## config.mk

```make
export PLATFORM = sky130hd
export DESIGN_NAME = sbd_window_filter
export DESIGN_NICKNAME = d
export VERILOG_FILES = /design/src/design/sbd_pkg.sv /design/src/design/sbd_window_filter.sv
export SDC_FILE = /design/constraint.sdc
export NUM_CORES = 2
export LEC_CHECK = 0
export ABC_CLOCK_PERIOD_IN_PS = 5300
export BUFFER_PORTS_ARGS = -buffer_cell sky130_fd_sc_hd__buf_2
export CORE_MARGIN = 4
export CORE_UTILIZATION = 40
export CTS_CLUSTER_SIZE = 30
export DETAILED_ROUTE_END_ITERATION = 8
export HOLD_SLACK_MARGIN = 0.02
export PLACE_DENSITY = 0.62
export SLEW_MARGIN = 0
export SYNTH_ARGS = -nofsm -noshare
export SYNTH_HDL_FRONTEND = slang
export SYNTH_SLANG_ARGS = --single-unit
```

## constraint.sdc

```tcl
create_clock -name clk -period 5.3 [get_ports clk]
set_input_delay 0.265 -clock clk [delete_from_list [all_inputs] [get_ports clk]]
set_output_delay 0.265 -clock clk [all_outputs]
set_load 0.02 [all_outputs]
```

## src/design/sbd_pkg.sv

```systemverilog
`default_nettype none
package sbd_pkg;
  localparam int ND       = 16;
  localparam int DW       = $clog2(ND);
  localparam int MAX_W    = 1024;
  localparam int MAX_H    = 4096;
  localparam int XW       = $clog2(MAX_W);
  localparam int YW       = $clog2(MAX_H);
  localparam int PW       = XW + YW;
  localparam int WIN      = 5;
  localparam int ROWS     = WIN - 1;
  localparam int CSW      = 11;
  localparam int HSW      = 13;
  localparam int DIV_MUL  = 5243;
  localparam int DIV_SH   = 17;
  localparam int CFG_DW   = 13;
  localparam int CFG_IW   = 2;
  localparam int RST_MAXD = 13;
  localparam int RST_W    = 640;
  localparam int RST_H    = 480;

  localparam logic [CFG_IW-1:0] CFG_MAXD   = 2'd0;
  localparam logic [CFG_IW-1:0] CFG_WIDTH  = 2'd1;
  localparam logic [CFG_IW-1:0] CFG_HEIGHT = 2'd2;

  typedef logic [ND-1:0][7:0]      cost_vec_t;
  typedef logic [ROWS-1:0][ND-1:0][7:0] line_t;
  typedef logic [ND-1:0][CSW-1:0]  col_vec_t;

  typedef struct packed {
    logic valid;
    logic pix;
    logic emit;
    logic fend;
    logic interior;
  } ctl_t;
endpackage
`default_nettype wire

```

## src/design/sbd_window_filter.sv

```systemverilog
`default_nettype none
module sbd_window_filter
  import sbd_pkg::*;
(
  input  wire logic     clk,
  input  wire logic     adv,
  input  wire logic     shift_en,
  input  wire col_vec_t col_in,
  output cost_vec_t     filt_r
);
  col_vec_t                 cols_r [WIN];
  logic [ND-1:0][HSW-1:0]   hsum_r;
  logic [ND-1:0][HSW-1:0]   hsum_nxt;
  cost_vec_t                filt_nxt;
  logic [2*HSW-1:0]         prod;

  always_comb begin
    for (int d = 0; d < ND; d++) begin
      hsum_nxt[d] = '0;
      for (int k = 0; k < WIN; k++) begin
        hsum_nxt[d] = hsum_nxt[d] + HSW'(cols_r[k][d]);
      end
    end
  end

  always_comb begin
    prod = '0;
    for (int d = 0; d < ND; d++) begin
      prod = hsum_r[d] * HSW'(DIV_MUL);
      filt_nxt[d] = prod[DIV_SH +: 8];
    end
  end

  always_ff @(posedge clk) begin
    if (shift_en) begin
      cols_r[0] <= col_in;
      for (int k = 1; k < WIN; k++) begin
        cols_r[k] <= cols_r[k-1];
      end
    end
    if (adv) begin
      hsum_r <= hsum_nxt;
      filt_r <= filt_nxt;
    end
  end
endmodule
`default_nettype wire

```

Word-level counts from Yosys, hierarchy flattened:

Memory sizes are Yosys's and may differ from the RTL's.
Cells that the tools add are included.

* register bits: 336
* bits in latches: 0
* bits in writable memories: 880
* ROM bits: 0
* output and inout bits: 128
* logic and storage cells: 115
* memories kept: 1

Memory list
* cols_r: depth 5, width 176, read ports 5, clocked after Yosys merged registers in 0, wr ports 5, line sbd_window_filter.sv:11 `col_vec_t cols_r [WIN];`

* add/subtract/negate cells: 64
* multiply operators: 16
* div/mod/pow operators: 0
* magnitude comparators: 0
* equal/unequal tests: 0
* shifts and indexed selects: 0
* muxes and demuxes: 2
* bitwise operators: 0
* reductions and logical operators: 0

Operators with widths (count)
* 13-bit by 11-bit adder with 13-bit output: 32
* 13-bit by 13-bit multiplier with 25-bit output, second input constant: 16
* 12-bit by 11-bit adder with 13-bit output: 16
* 11-bit by 11-bit adder with 12-bit output: 16
* 1-bit 2-to-1 mux: 2

Depth between registers and ports, before layout:

* word-level depth: 4
* depth in mapped cells: 20

Worst setup path before layout:

No wires, ideal clock.

* path kind: flip-flop to flip-flop
* from: reg hsum_r[140] in the netlist's numbering
* to: reg filt_r[87] in the netlist's numbering, data pin
* library setup time: 261 ps
* arrival time: 4813 ps
* setup slack: 226 ps
* stages on the path, launching flop included: 18
* buffers on the path: 0
* clock period less this slack: 5074 ps
* path through: edfxtp_1 -> fa_1 -> ha_1 -> inv_1 -> fa_1 -> inv_1 -> fa_1 -> inv_1 -> fa_1 -> inv_1 -> ha_1 -> a21o_1 -> a221o_1 -> or3_1 -> o211a_1 -> a31o_4 -> o41ai_4 -> xnor2_1

RTL lines
* start, declared: line sbd_window_filter.sv:12 `logic [ND-1:0][HSW-1:0] hsum_r;`
* start signal, assigned: line sbd_window_filter.sv:42 `hsum_r <= hsum_nxt;`
* end signal, assigned: line sbd_window_filter.sv:43 `filt_r <= filt_nxt;`
* end, declared: line sbd_window_filter.sv:9 `output cost_vec_t filt_r`

==> results.toml <==
[setup_path]
slowest_stage = "fa_1"
worstPathRequired_ns = 5.83
cp_max_fo = 5
cpMostUsedCell = "fa_1"
arrival_ns = 5.82
setup.worst_path.end_class = "flip-flop"
cpLargestDelayFamily = "adder cells"
crit_chain = "buf_4 -> fa_1 -> ha_2 -> inv_2 -> fa_1 -> inv_2 -> fa_1 -> inv_2 -> fa_1 -> inv_1 -> ha_1 -> and3_4 -> a221o_1 -> or3_4 -> o211a_1 -> a31o_4 -> o41ai_4 -> xnor2_1"
critical_path.max_stage_delay_ns = 0.55
start_kind = "flip-flop"
rrSetupSlack_ns = 0.004
critPathKind = "flip-flop to flip-flop"
cp_num_buf_inv = 5

[placed_design]
dp.cells = 11409
gp_congestion = 0.8584
numPortBuffers = 306
dp_hpwl_um = 152400
preCtsSetupSlack_ns = -0.1007

[final_layout]
nets = 11745
final_cells = 11979
area_growth_pct = 14.66
final_cell_mix = "1737 x inv_1, 1652 x ha_1, 1407 x fa_1"
drive_above_1_share_pct = 10.11
fin_util_pct = 46.05
final_common_cell = "inv_1"

[clock_network]
insertion_delay_ns = 0.82
clk_pin_slew_ns = 0.06
cts_buffers = 154
ctsLongestPathBuffers = 4
clockRootBuffer = "clkbuf_16"
cts_tree = "built"
h-tree-depth = 4
cts.sinks = 1216

[grt]
grt_pass1_wl_um = 319700
grt_max_degree = 121
grt_usage_pct = 14.78
grt_pass1_vias = 63378
grt_overflow = 0
antenna_found_initial = 11

[floorplanning]
io_pins = 307
die_h_um = 512.7
die-area_mm2 = 0.2629
start_util_pct = 40.17
core_region_area_mm2 = 0.2537
die_w_um = 512.7
rows = 185

[yosys]
synth_top_area_share_pct = 35.83
synthTopCellsByArea = "edfxtp_1 36%, fa_1 28%, ha_1 20%"
synthMuxAreaShare_pct = 0.03192
synthFlopType = "edfxtp_1"
yosys.area.top_type = "edfxtp_1"
synth_top_family_by_area = "adder cells"
synth-edff-count = 1216
syn-instance-count = 7609
netlist_area_mm2 = 0.1019
synth-xor-area-share_pct = 2.432
asyncSetResetFlopFracSynth_pct = 0
synth_seq_cells = 1216
ys_seq_area_share_pct = 35.83
synth_compound_area_share_pct = 3.736
syn_avg_cell_area_um2 = 13.39
yosysWarningCount = 0
synth_simple_gate_area_share_pct = 3.437
synth_cell_type_count = 70
synthAdderAreaFrac_pct = 48.09
syn_nets = 10860

[sta]
worst_pin_slew_ns = 0.9315
fin_crit_ns = 5.296
setup_viol = 0
finalClockSkew_ns = 0.07283
slew_headroom_pct = 37.90
finalCritPeriodShare_pct = 99.92
fin_ws_ns = 0.004380
hold_viol = 0
worst_hold_slack_ns = 0.1485
max_freq_ghz = 0.1888
slew_violations = 0
rsz0062_at_grt = "true"

[detailed_routing]
drc = 0
ant_nets = 0
wl_per_cell_um = 15.71
avgViaCountPerCell = 4.694
drt_wl_total_um = 188200
drtPass1Iterations = 5
num_vias = 56235
drt_iter0_markers = 2295

[outcome]
status = "finished clean"

[min_path]
hp-class = "input port to flip-flop"

[flow_run]
maxCapViolCount = 0
synthesized netlist by cell type, types with 4 or more instances:
master / instances
o41a_1: 4
a31o_2: 4
xnor2_1: 231
a221oi_1: 7
a221o_1: 5
or3_1: 25
nor4_1: 12
nand3_1: 70
o21a_1: 19
o22ai_1: 6
nor2_1: 240
xor2_1: 52
o31ai_1: 9
nor2b_1: 45
ha_1: 1664
o211ai_1: 11
o311ai_0: 11
a211o_1: 9
a21o_1: 68
fa_1: 1408
and2_1: 11
a211oi_1: 12
o21ai_0: 113
edfxtp_1: 1216
o31a_1: 11
nor3_1: 77
nor4b_1: 4
a21oi_1: 136
inv_1: 1747
nand4b_1: 10
a31oi_1: 20
or2_2: 14
a21boi_0: 43
a311oi_1: 6
nand2_1: 123
o2111ai_1: 5
o311a_1: 8
o41ai_1: 7
nand4_1: 21
nand2b_1: 22
and3_1: 43
a2111oi_0: 12
o21bai_1: 10
registers in the layout, summed over array words and instances (netlist names):
register  count
hsum_r      208
filt_r      128
cols_r      880
metal layers:
layer / vias up / part of all wire, % / GRT usage (%)
li1: 27089 / - / -
met1: 28155 / 45 / 19.88
met2: 722 / 49 / 25.06
met3: 267 / 3.2 / 1.829
met4: 2 / 3.0 / 4.476
met5: - / 0.0069 / 0
area by class of cell:
cell class              instances  area [µm²]
flip-flops and latches       1216       36520
diodes                          6       15.01
inverters                    1747        6558
fillers                     22458      136900
well taps                    3366        4212
clock inverters                92        1066
clock buffers                 177        3983
multi-input cells            4646       59200
repair buffers                729        5290
kinds of logic after synthesis:
kind of cell               count (synthesis)
DFF                                     1216
buffers and inverters                   1747
xor gates and xnor gates                 283
AOI/OAI and AO/OA                        562
adders and majority gates               3072
muxes                                      3
and+or+nand+nor                          726
repair_timing:
action / CTS / global route
endpoints found under the setup margin: 9 / 53
gates resized for setup: 5 / 83
pin swaps: 3 / 53
setup buffers: 13 / 105
hold buffers: 178 / 0
endpoints found under the hold margin: 245 / 0
final timing paths:
| path | from | to | cells after the start |
|---|---|---|---|
| setup / recovery | hsum_r[139]$_DFFE_PP_ | filt_r[87]$_DFFE_PP_ | 18 |
| hold / removal | col_in[173] | cols_r[0][173]$_DFFE_PP_ | 2 |
| setup reg to reg | hsum_r[139]$_DFFE_PP_ | filt_r[87]$_DFFE_PP_ | 18 |
| hold reg to reg | cols_r[1][165]$_DFFE_PP_ | cols_r[2][165]$_DFFE_PP_ | 0 |
through the flow:
step	area (µm²)	TNS, ns
2_1_floorplan	101900	0
3_3_place_gp	108700	0
3_5_place_dp	108700	-0.1744
4_1_cts	115700	0
5_1_grt	116800	-0.2900
6_report	116800	0
Power is not shown: default switching activity piles up to over one toggle a cycle in this logic, so the estimate is an artifact.
