## src/design/sbd_pkg.sv

```systemverilog
`default_nettype none
package sbd_pkg;
  localparam int ND       = 16;
  localparam int DW       = $clog2(ND);
  localparam int MAX_W    = 1024;
  localparam int MAX_H    = 4096;
  localparam int XW       = $clog2(MAX_W);
  localparam int YW       = $clog2(MAX_H);
  localparam int PW       = XW + YW;
  localparam int WIN      = 5;
  localparam int ROWS     = WIN - 1;
  localparam int CSW      = 11;
  localparam int HSW      = 13;
  localparam int DIV_MUL  = 5243;
  localparam int DIV_SH   = 17;
  localparam int CFG_DW   = 13;
  localparam int CFG_IW   = 2;
  localparam int RST_MAXD = 13;
  localparam int RST_W    = 640;
  localparam int RST_H    = 480;

  localparam logic [CFG_IW-1:0] CFG_MAXD   = 2'd0;
  localparam logic [CFG_IW-1:0] CFG_WIDTH  = 2'd1;
  localparam logic [CFG_IW-1:0] CFG_HEIGHT = 2'd2;

  typedef logic [ND-1:0][7:0]      cost_vec_t;
  typedef logic [ROWS-1:0][ND-1:0][7:0] line_t;
  typedef logic [ND-1:0][CSW-1:0]  col_vec_t;

  typedef struct packed {
    logic valid;
    logic pix;
    logic emit;
    logic fend;
    logic interior;
  } ctl_t;
endpackage
`default_nettype wire

```

## src/design/sbd_wta_select.sv

```systemverilog
`default_nettype none
module sbd_wta_select
  import sbd_pkg::*;
(
  input  wire logic          clk,
  input  wire logic          adv,
  input  wire logic [DW-1:0] maxd,
  input  wire cost_vec_t     filt,
  output logic [DW-1:0]      best_d,
  output logic [7:0]         best_c
);
  localparam int HALF = ND / 2;

  logic [DW-1:0] lo_d_r, hi_d_r, lo_d_nxt, hi_d_nxt;
  logic [7:0]    lo_c_r, hi_c_r, lo_c_nxt, hi_c_nxt;
  logic          hi_ok_r, hi_ok_nxt;

  always_comb begin
    lo_d_nxt  = '0;
    lo_c_nxt  = filt[0];
    hi_d_nxt  = DW'(HALF);
    hi_c_nxt  = filt[HALF];
    hi_ok_nxt = (DW'(HALF) <= maxd);
    for (int d = 1; d < HALF; d++) begin
      if (DW'(d) <= maxd && filt[d] < lo_c_nxt) begin
        lo_c_nxt = filt[d];
        lo_d_nxt = DW'(d);
      end
    end
    for (int d = HALF + 1; d < ND; d++) begin
      if (DW'(d) <= maxd && filt[d] < hi_c_nxt) begin
        hi_c_nxt = filt[d];
        hi_d_nxt = DW'(d);
      end
    end
  end

  always_ff @(posedge clk) begin
    if (adv) begin
      lo_d_r  <= lo_d_nxt;
      lo_c_r  <= lo_c_nxt;
      hi_d_r  <= hi_d_nxt;
      hi_c_r  <= hi_c_nxt;
      hi_ok_r <= hi_ok_nxt;
    end
  end

  always_comb begin
    if (hi_ok_r && hi_c_r < lo_c_r) begin
      best_d = hi_d_r;
      best_c = hi_c_r;
    end else begin
      best_d = lo_d_r;
      best_c = lo_c_r;
    end
  end
endmodule
`default_nettype wire

```

## config.mk

```make
export PLATFORM = sky130hd
export DESIGN_NAME = sbd_wta_select
export DESIGN_NICKNAME = d
export VERILOG_FILES = /design/src/design/sbd_pkg.sv /design/src/design/sbd_wta_select.sv
export SDC_FILE = /design/constraint.sdc
export NUM_CORES = 1
export LEC_CHECK = 0
export ABC_AREA = 0
export CAP_MARGIN = 10
export CELL_PAD_IN_SITES_DETAIL_PLACEMENT = 1
export CELL_PAD_IN_SITES_GLOBAL_PLACEMENT = 2
export CORE_UTILIZATION = 40
export DETAILED_ROUTE_END_ITERATION = 7
export DONT_BUFFER_PORTS = 1
export GPL_ROUTABILITY_DRIVEN = 0
export PLACE_DENSITY_LB_ADDON = 0.1
export SKIP_CTS_REPAIR_TIMING = 1
export SYNTH_ARGS = -nofsm -noshare
export SYNTH_HDL_FRONTEND = slang
export SYNTH_SLANG_ARGS = --single-unit
```

## constraint.sdc

```tcl
create_clock -name clk -period 21 [get_ports clk]
set_input_delay 2.1 -clock clk [delete_from_list [all_inputs] [get_ports clk]]
set_output_delay 2.1 -clock clk [all_outputs]
set_load 0.1 [all_outputs]
```

# After elaboration in Yosys (flattened, before gate mapping)
# Index checks and enable logic that the tools add are counted.
dict set report totals {
  in_bits 134
  word_cells 90
  out_inout_bits 12
  reg_bits 25
}
dict set report op_classes {
  n_lt_le_gt_ge 30
  reduce_logical 21
  muxes 28
}
# cell n
set ops {}
lappend ops {{$lt 8x8->1} 15}
lappend ops {{$mux 8} 15}
lappend ops {{$le 4x4->1 const A} 8}
lappend ops {{$le 3x4->1 const A} 4}
lappend ops {{$logic_and 1x1->1} 15}
lappend ops {{$mux 3} 4}
lappend ops {{$reduce_or 6->1} 2}
lappend ops {{$le 2x4->1 const A} 2}
lappend ops {{$mux 2} 4}
lappend ops {{$reduce_or 4->1} 2}
lappend ops {{$le 1x4->1 const A} 1}
lappend ops {{$mux 1} 4}
lappend ops {{$mux 4} 1}
lappend ops {{$reduce_or 2->1} 2}

# Logic depth before layout (Yosys ltp)
dict set report logic_depth {
  word_depth 21
  depth_mapped 67
  mapped_depth_nobuf 60
}

# Least setup slack after synthesis
# Ideal clock, no wire load.
dict set report synth_timing {
  path_type {input to register}
  start {input port filt[7] (netlist name)}
  end {register lo_c_r[0] (data pin)}
  n_path_buf 7
  setup_time_ps 256
  path_stages 66
  path_slack_ps 6272
  arrival_time_ps 14471
  t_required_ps 20744
  cell_sequence {inv_1 -> ha_1 -> and4_1 -> a211oi_1 -> o211a_2 -> buf_1 -> nor2_1 -> a21oi_1 -> ha_1 -> a211o_1 -> a221oi_1 -> nand3_1 -> a31oi_1 -> o211ai_1 -> nand2_1 -> clkbuf_1 -> nand2_1 -> o21ai_0 -> (+30 left out) -> a21oi_1 -> nor2b_1 -> o21ai_0 -> o211ai_1 -> a31oi_1 -> and2_1 -> buf_2 -> mux2i_1 -> ha_1 -> a21o_1 -> a21o_1 -> a221o_1 -> a21oi_1 -> nand2_1 -> a211oi_1 -> a211oi_1 -> buf_4 -> a22o_1}
}
dict set report synth_via {
  elab_chain_len 21
}
# item line
set synth_rtl {}
lappend synth_rtl {{from (decl)} sbd_wta_select.sv:8} ;# input wire cost_vec_t filt,
lappend synth_rtl {{$lt 8x8->1} sbd_wta_select.sv:25} ;# if (DW'(d) <= maxd && filt[d] < lo_c_nxt) begin
lappend synth_rtl {{$logic_and 1x1->1} sbd_wta_select.sv:25}
lappend synth_rtl {{$mux 8 *} sbd_wta_select.sv:25}
lappend synth_rtl {{$lt 8x8->1} sbd_wta_select.sv:25}
lappend synth_rtl {{$logic_and 1x1->1} sbd_wta_select.sv:25}
lappend synth_rtl {{$mux 8 *} sbd_wta_select.sv:25}
lappend synth_rtl {{$lt 8x8->1} sbd_wta_select.sv:25}
lappend synth_rtl {{$logic_and 1x1->1} sbd_wta_select.sv:25}
lappend synth_rtl {{(+6 left out)} --}
lappend synth_rtl {{$mux 8 *} sbd_wta_select.sv:25}
lappend synth_rtl {{$lt 8x8->1} sbd_wta_select.sv:25}
lappend synth_rtl {{$logic_and 1x1->1} sbd_wta_select.sv:25}
lappend synth_rtl {{$mux 8 *} sbd_wta_select.sv:25}
lappend synth_rtl {{$lt 8x8->1} sbd_wta_select.sv:25}
lappend synth_rtl {{$logic_and 1x1->1} sbd_wta_select.sv:25}
lappend synth_rtl {{$mux 8 *} sbd_wta_select.sv:25}
lappend synth_rtl {{via lo_c_nxt[0]} sbd_wta_select.sv:15} ;# logic [7:0] lo_c_r, hi_c_r, lo_c_nxt, hi_c_nxt;
lappend synth_rtl {{to (signal assigned)} sbd_wta_select.sv:41} ;# lo_c_r <= lo_c_nxt;
lappend synth_rtl {{to (decl)} sbd_wta_select.sv:15}
# Mark *: on every way through the listed nets, which the timed path passes. The rest lies on a longest branch.
# A chain may end at the register's enable or synchronous reset.

# Worst setup path in the final report
dict set report layout_timing {
  start {input port filt[7] (netlist name)}
  end {register lo_c_r[2] (data pin)}
}
# Same word-level chain as after synthesis.

==> run metrics <==
main combinational cell family by area after synthesis=compound AO/OA/AOI/OAI gates; status=finished clean; largest net degree at the start of global routing=24; Final Hold Fails=0; antenna cells=0; CP startpoint kind=primary input; root buf cell=clkbuf_16; Peak Freq=~62 MHz; first-pass GRT wire length=roughly 27000 um; crit end category=flop; post-synthesis mux area share=between 10% and 20%; Post-synth top flop=edfxtp_1; utilization after layout=around 43%; FF+latch area=approximately 690 um^2; syn nets=roughly 900; Synth cell types=78; clock buffer depth=2; Leakage=around 2.7 nW; Via density=5.86; detailed-route DRC error count=0; WS Path Type=primary input to flop; FILL cells=~1600; Power per Cell Area=~90 nW/um^2; synthesized area per cell=slightly below 8 um^2; Post-Layout Cell Count=around 860; Post-Route WL=~16000 um; number of global-route vias before repair=around 5500; Clk pin slew, worst setup/hold paths=roughly 0.060 ns; Tmin final=roughly 16 ns; gr usage total=a little under a quarter; Syn. warnings=0; area taken by multi-input logic gates=between 4000 and 5000 um^2; min-delay worst type=primary input to flop; total number of vias=approximately 5000; First-pass DRT Iterations=4; Synth Area in XOR/XNOR=less than 1%; worst setup path start=filt[7]; RSZ-0062 raised after global routing=false; min-delay src=maxd[3]; design area=roughly 5600 um^2; slowest CP cell=a21oi_1; final slew viol count=0; placed insts=857; fin nets=just over 900; Arr. time, crit path=16.01 ns; Port-buffer cells=0; Syn Std Cell Area=roughly 5400 um^2; sink of the worst hold path=hi_ok_r; Synth Register Bits=23; DP Wirelength=around 14000 um; post-synthesis compound-gate area fraction=approximately a quarter; Synth-to-Final Area Change=4.44%; Wirelength per Cell=roughly 18 um; Final Cycle Share=76.2%; Slew headroom=27.4%; ys async rst share=0%; required time of the critical path=around 21 ns; worst-margin pin slew=1.09 ns; Finish-stage setup viols=0; die footprint=~14000 um^2; EDFF count, synth=23; drt first-iter violations=between 100 and 150; layout cells sized above 1=~8.3%; CP dominant cell by count=ha_1; CP peak stage delay=between 0.6 and 0.7 ns; placed inst area=roughly 5600 um^2; site row count=between 40 and 50; Core Area=between 10000 and 15000 um^2; DRT antenna net count=0; Die X=approximately 120 um; Peak VDD IR=0.0000568 V; starting density of the core=between 40% and 50%; IO Pins=between 100 and 150; Synth Instances=698; H-tree depth=1; fraction of the mapped netlist area in simple logic gates=between 10% and 20%; CP Max Fanout=17; Seq/Total Area, Yosys=~13%; grt ovf=0; Adder-Cell Fraction of Synth Area=roughly 22%; CTS tree=yes; clock buffer count from CTS=3; Num Clock Sinks=23; post-route setup TNS=0 ns; Die Y=approximately 120 um; Hold Path Depth=0; Max-Cap Viols=0; initial antenna violation count=0
## cell usage after synthesis, types with 6 or more instances
master | n | area share (%)
a211oi_1 | 8 | 1.1
a21o_1 | 14 | 1.9
a21oi_1 | 51 | 4.7
a31oi_1 | 7 | 0.81
and2_1 | 8 | 0.93
and3_1 | 6 | 0.69
and4_1 | 7 | 1.1
clkbuf_1 | 8 | 0.56
edfxtp_1 | 23 | 13
ha_1 | 87 | 20
inv_1 | 98 | 6.8
maj3_1 | 8 | 1.5
mux2_2 | 14 | 2.9
mux2i_1 | 39 | 7.2
mux2i_2 | 7 | 1.8
nand2_1 | 53 | 3.7
nand2b_1 | 9 | 1.0
nand3_1 | 14 | 1.3
nand4_1 | 6 | 0.69
nor2_1 | 42 | 2.9
nor2b_1 | 13 | 1.5
nor3_1 | 10 | 0.93
o211ai_1 | 12 | 1.7
o21a_1 | 9 | 1.2
o21ai_0 | 52 | 4.8
## kinds of logic after synthesis
group | count (synthesis)
buf+inv | 118
simple gates | 187
flops | 23
mux | 62
xor+xnor | 3
compound gates | 209
fa+ha+maj | 96
## critical path, delay by kind of cell
family | cells | cell delay (ns)
AO/OA/AOI/OAI | 32 | 7.96
buffers and inverters | 5 | 0.49
adder cells (fa/ha/maj) | 7 | 2.00
multiplexers | 4 | 1.19
AND/OR/NAND/NOR | 12 | 2.25
## per-stage QoR
stage | setup slack, ns | hold WS [ns] | power (mW)
2_1_floorplan | 6.27 | 2.21 | 0.399
3_3_place_gp | 5.32 | 2.20 | 0.455
3_5_place_dp | 4.71 | 2.20 | 0.470
4_1_cts | 4.93 | 1.94 | 0.515
5_1_grt | 3.62 | 1.93 | 0.557
6_report | 4.99 | 1.94 | 0.511
## metal layers
layer | vias to the layer above | GRT usage (%) | wire (um) | part of all wire (%)
li1 | 2536 | - | - | -
met1 | 2392 | 27.9 | 6860 | 44
met2 | 101 | 41.9 | 7680 | 49
met3 | 16 | 4.97 | 945 | 6.0
met4 | 0 | 3.13 | 250 | 1.6
met5 | - | 0 | 0 | 0
## worst max-delay path by stage
stage	slack [ns]	end	cells after the start
final	4.99	lo_c_r[2]	60
after global routing	3.62	lo_c_r[2]	60
after CTS	4.93	lo_c_r[2]	60
after global placement	5.32	lo_c_r[2]	59
after detailed placement	4.71	lo_c_r[2]	60
after floorplan	6.27	lo_c_r[0]	66
## cell usage in the layout (no fill, tap or decap), drive strengths merged, types with 8 or more instances in the layout
cell type and count:
o21ai 55, ha 87, a21oi 52, a21o 14
a211oi 8, nand3 14, nand2b 9, o211ai 12
nor2b 13, nor3 10, nand2 54, mux2i 46
nor2 42, o21a 10, inv 99, edfxtp 23
mux2 16, maj3 9, and2 8
## area by class of cell
cell class	instances	share of cell area (%)
clock buffer	3	1.33
clock inverter	1	0.133
inverter	99	6.58
multi-input combinational	557	75.6
sequential	23	12.2
tap	176	3.90
timing repair buffer	2	0.266
## report_power, final
| group | total, mW | switching [mW] | internal (mW) |
|---|---|---|---|
| Combinational | 0.392 | 0.264 | 0.128 |
| Sequential | 0.0772 | 0.00642 | 0.0708 |
| Clock | 0.0422 | 0.0164 | 0.0258 |
## sequential cells by signal (all words and copies together) (netlist names)
name,cells
hi_c_r,8
lo_c_r,8
hi_d_r,3
lo_d_r,3
hi_ok_r,1
Power figures use the tool's default switching activity.
